==> src/rtl/ndf_wtab_ram.sv <==
// Weight table memory: one write port, two registered read ports.
// No dependencies.
module ndf_wtab_ram #(
  parameter int DEPTH = 256,
  parameter int WIDTH = 17,
  localparam int AW = $clog2(DEPTH)
) (
  input  logic             clk,
  input  logic             we,
  input  logic [AW-1:0]    waddr,
  input  logic [WIDTH-1:0] wdata,
  input  logic             en,
  input  logic [AW-1:0]    raddr_a,
  input  logic [AW-1:0]    raddr_b,
  output logic [WIDTH-1:0] rdata_a,
  output logic [WIDTH-1:0] rdata_b
);

  logic [WIDTH-1:0] mem [DEPTH];

  always_ff @(posedge clk) begin
    if (we) mem[waddr] <= wdata;
    if (en) begin
      rdata_a <= mem[raddr_a];
      rdata_b <= mem[raddr_b];
    end
  end

endmodule

==> config.mk <==
export PLATFORM = sky130hd
export DESIGN_NAME = ndf_wtab_ram
export DESIGN_NICKNAME = d
export VERILOG_FILES = /design/src/rtl/ndf_wtab_ram.sv
export SDC_FILE = /design/constraint.sdc
export NUM_CORES = 2
export LEC_CHECK = 0
export BUFFER_PORTS_ARGS = -buffer_cell sky130_fd_sc_hd__buf_2
export CAP_MARGIN = 20
export CORE_UTILIZATION = 35
export CTS_CLUSTER_DIAMETER = 40
export DETAILED_ROUTE_END_ITERATION = 6
export REMOVE_ABC_BUFFERS = 1
export SLEW_MARGIN = 20
export SYNTH_ARGS = -nofsm -noshare
export SYNTH_HDL_FRONTEND = slang
export SYNTH_MEMORY_MAX_BITS = 65536
export SYNTH_SLANG_ARGS = --single-unit
export TNS_END_PERCENT = 5
==> constraint.sdc <==
create_clock -name clk -period 3.4 [get_ports clk]
set_input_delay 0.51 -clock clk [delete_from_list [all_inputs] [get_ports clk]]
set_output_delay 0.51 -clock clk [all_outputs]
set_load 0.05 [all_outputs]
* Word level (Yosys, flattened, before mapping)
Memories as Yosys holds them, arrays and structs flattened. A register that Yosys moved wholly into a read port is not among the register bits. Cells that the tools add are included.
Word-level totals: memories 1, output and inout port bits 34, register bits 0, input bits 44, word-level logic and storage cells 3, RAM bits 4352
Cells by class: muxes and demuxes 2
Memories:
- mem | depth 256, bits a word 17, rd ports 2, clocked after Yosys merged registers in 2, wr ports 1, line 19 | logic [WIDTH-1:0] mem [DEPTH];
Operators by type and width (number):
- 2-to-1 mux 1 bit | 2

* Depth between registers and ports, before layout
word-level depth 2, mapped depth 13, depth with buffers taken out 7

* Least setup slack after synthesis
OpenSTA, ideal clock, no wires.
path type input-to-reg, start point input raddr_a[0], end point register rdata_a[11], read port of mem (data pin), cell stages on the path 10, data arrival time 2.728 ns, buffers on the path 5, setup slack 0.410 ns, library setup time 0.262 ns, data required time 3.138 ns, cell sequence buf_6 -> buf_6 -> buf_4 -> buf_2 -> buf_2 -> mux4_2 -> a22oi_1 -> a21oi_1 -> nor4_1 -> nor3_1
RTL lines:
- start, declared | line 13 | input logic [AW-1:0] raddr_a,
- end, declared | line 15 | output logic [WIDTH-1:0] rdata_a,

==> results.md <==
- The detailed-router iteration count before antenna repair is 6.
- The count of max-cap constraint violations is 0.
- The met1 track utilization from global routing is 33.3%.
- The layer with the highest usage is met2.
- The floorplan row count is 279.
- The estimated wirelength of the detail-placed design is 522000 um.
- The flow ran to the end, but the final reports show violations.
- The type of the worst min-delay path is in2reg.
- After detailed routing, the average wire length per cell comes to 36.5 um.
- The fraction of synthesis flops using an asynchronous set or reset pin is 0%.
- The startpoint identified for the worst hold timing path is we.
- The worst flop-to-flop path endpoint is rdata_b[16].
- The buffer cell driving the clock tree root is clkbuf_16.
- The final reports fail on setup timing.
- The synthesis warning total is 0.
- The count of nets left with antenna violations after detail routing is 0.
- The power after layout is 131000 uW.
- Setup repair after global routing left no endpoint under its margin.
- Derived from the worst setup path, the maximum achievable clock frequency is 292 MHz.
- Across all setup checks in the final design, the least slack found is -21.1 ps.
- The number of different library cells in the post-synthesis netlist is 63.
- The floorplan step set the die width to 764 um.
- The worst hold path terminates at mem[223][15].
- The die outline area is 583000 sq um.
- The finished layout holds 20800 standard cells, fillers aside.
- The worst register-to-register path has a setup slack of -20 ps.
- In the layout the commonest cells are 4386 x edfxtp_1, 1732 x mux4_2, 1689 x buf_4.
- The worst slack on hold paths is 180 ps.
- Routability-driven placement finished with a final weighted congestion of 0.971.
- The number of sinks on the clock net is 4386.
- The combinational family with the most area after synthesis is multiplexers.
- VDD sags by at most 0.000614 V.
- The sequential area share after synthesis is 64.8%.
- The initial core utilization is 35.2%.
- In this run the number of H-tree levels came out at 6.
- During placement, the flow inserted port buffers numbering 77.
- For this block, the routed nets add up to 760000 um of wire.
- The category of the critical setup timing path is reg2reg.
- Headroom to the max-slew limit came out at 23.9%.
- The simple-gate share of the synthesized area is 2.38%.
- At the worst endpoint, the required time is 4360 ps.
- Multiplexer cells account for 24.4% of the synthesized area.
- The final-report max-slew violation count came to 0.
- The first routing iteration left 20000 violations.
- The clock period minus final worst setup slack is 3420 ps.
- The number of global-route vias before repair is 126000.
- At the worst endpoint, the arrival time is 4390 ps.
- STA classifies the critical path startpoint as a register.
- The worst flop-to-flop path startpoint is mem[246][16].
- The number of enable flip-flop cells after synthesis is 4386.
- The cell total after placement is 19700.
- The maximum buffer depth of the clock tree is 4.
- Summing every instance area after synthesis gives 203000 sq um.
- Once layout is complete, the utilization of the core stands at 42.7%.
- The xor/xnor cell area share of the yosys netlist is 0%.
- The final layout contains 12600 nets.
- The first-pass GRT wire length is 1030000 um.
- The endpoint class of the critical path is a register.
- The TritonCTS clock tree is built.
- Clock skew on the completed layout was measured at 43.5 ps.
- For this block, the via count after detailed routing is 130000.
- Global routing used 38.3% of the available met2 tracks.
- The clock latency reported for the late side of the worst-skew pair is 1110 ps.
- After Yosys synthesis, full adders, half adders and majority gates account for 0% of the synthesized area.
- The region available for standard cell placement spans 578000 sq um.
- The post-route DRC violation count is 0.
- Power spread over the standard cell area amounts to 529 nW/um^2.
- The cell count after synthesis came out at 10800.
- The number of I/O pins is 78.
- The number of cell instances on the worst register-to-register path is 11.
- The clock input transition at the sequential cells of the worst setup and hold paths is 60 ps.
- Along the worst hold path, the cell count comes to 3.
- Global routing used 25.3% of the available tracks.
- Entering global routing, the biggest net connects 124 pins.
- The library cell used most frequently in the layout, excluding fill and tap cells, is edfxtp_1.
- Along the worst path, the maximum fanout reaches 2.
- The CTS buffer count is 544.
- The vias per cell is 6.23.
- At the pin with the least slew margin, the transition time is 1130 ps.
- The met3 usage is 6.95%.
- The analysis attributes to cell leakage a power of 0.0814 uW.
- The final-report hold violation count came to 0.
- The portion of the clock cycle consumed by the worst path in the final layout is 101%.
- Global routing finished with a remaining overflow of 0.
- The synthesized design contains 4386 register bits.
- The synthesized area divided by synthesized cell count is 18.7 sq um.
- The number of setup buffers added after CTS is 0.
- In the synthesized netlist the dominant register cell turns out to be edfxtp_1.
- Setup violations remaining at the end of the flow were counted as 1.
- The share of cells above drive strength 1 is 38.6%.
- The vertical extent of the die is 764 um.
- The area growth from synthesis to layout is 21.6%.
- Summing the areas of all compound-gate instances in the mapped netlist gives 6.05% of the synthesized area.
- The number of antenna violations at the first check in global routing is 74.
==> flip-flops by register name, indices dropped and copies added (netlist names) <==
signal,cells
rdata_b,17
rdata_a,17
mem,4352
==> worst max-delay path, cell delays in order, from the launching register on <==
cell and delay [ps]:
edfxtp_1 340, mux2i_1 80, o221ai_1 380, buf_4 180, a21oi_1 110, a211oi_1 520, nand3_1 320, buf_4 240
or3_1 330, buf_4 180, nor3_1 350, buf_4 220
==> how the worst max path moves through the flow <==
| stage | slack (ps) | start | end |
|---|---|---|---|
| detailed placement | -1050 | raddr_b[0] | rdata_b[16] |
| finish | -20 | mem[246][16] | rdata_b[16] |
| CTS | 90 | mem[246][16] | rdata_b[16] |
| global placement | -1070 | raddr_b[0] | rdata_b[16] |
| global route | 70 | mem[55][10] | rdata_a[10] |
| floorplan | -3200 | raddr_b[1] | rdata_b[10] |
==> kinds of logic (layout without fill, tap and decap cells) <==
family / after synthesis / in the layout
and+or+nand+nor: 1028 / 1028
DFF: 4386 / 4386
buffers and inverters: 918 / 3090
other: 0 / 60
AOI/OAI and AO/OA: 1738 / 1738
muxes: 2771 / 2771
==> routing by layer <==
metal | wire length, um | part of all wire, % | up-vias
met5 | 279 | 0.037 | -
met4 | 49400 | 6.5 | 42
met3 | 93700 | 12 | 1715
met2 | 337000 | 44 | 8662
met1 | 279000 | 37 | 68500
li1 | - | - | 50700
==> Yosys cell counts (102+ instances only) <==
library cell | count | area (sq um)
a21oi_1 | 326 | 1630
a22oi_1 | 339 | 2540
buf_2 | 195 | 976
clkbuf_1 | 455 | 1710
edfxtp_1 | 4386 | 132000
mux2i_1 | 1011 | 10100
mux4_2 | 1732 | 39000
nand2_1 | 130 | 488
nor2_1 | 382 | 1430
nor3_1 | 255 | 1280
o21ai_0 | 102 | 510
o221ai_1 | 301 | 2640
o22ai_1 | 329 | 2060
==> cell type report <==
type	instances	area, sq um
fill	50200	331000
sequential	4386	132000
multi-input combinational	5537	67600
timing repair buffer	2090	19600
clock buffer	617	14200
tap	7727	9670
clock inverter	374	3990
antenna	60	150
inverter	9	61.3
==> report_power, final <==
part / switching (uW) / internal (uW)
clock network: 24300 / 34500
registers: 192 / 59700
logic: 7270 / 4720
total: 31800 / 99000
==> timing repair <==
action,CTS,global route
hold endpoints to repair,762,0
gates resized for setup,2,0
hold buffers,18,0
endpoints found under the setup margin,2,0
==> through the flow <==
step           setup slack [ps]  TNS, ps  instance area, sq um
5_1_grt                    69.7        0                247000
6_report                  -21.1    -21.1                247000
3_3_place_gp              -1070   -22130                228000
4_1_cts                    94.6        0                247000
2_1_floorplan             -3200  -104230                198000
3_5_place_dp              -1050   -21770                228000
Power figures use the tool's default switching activity.
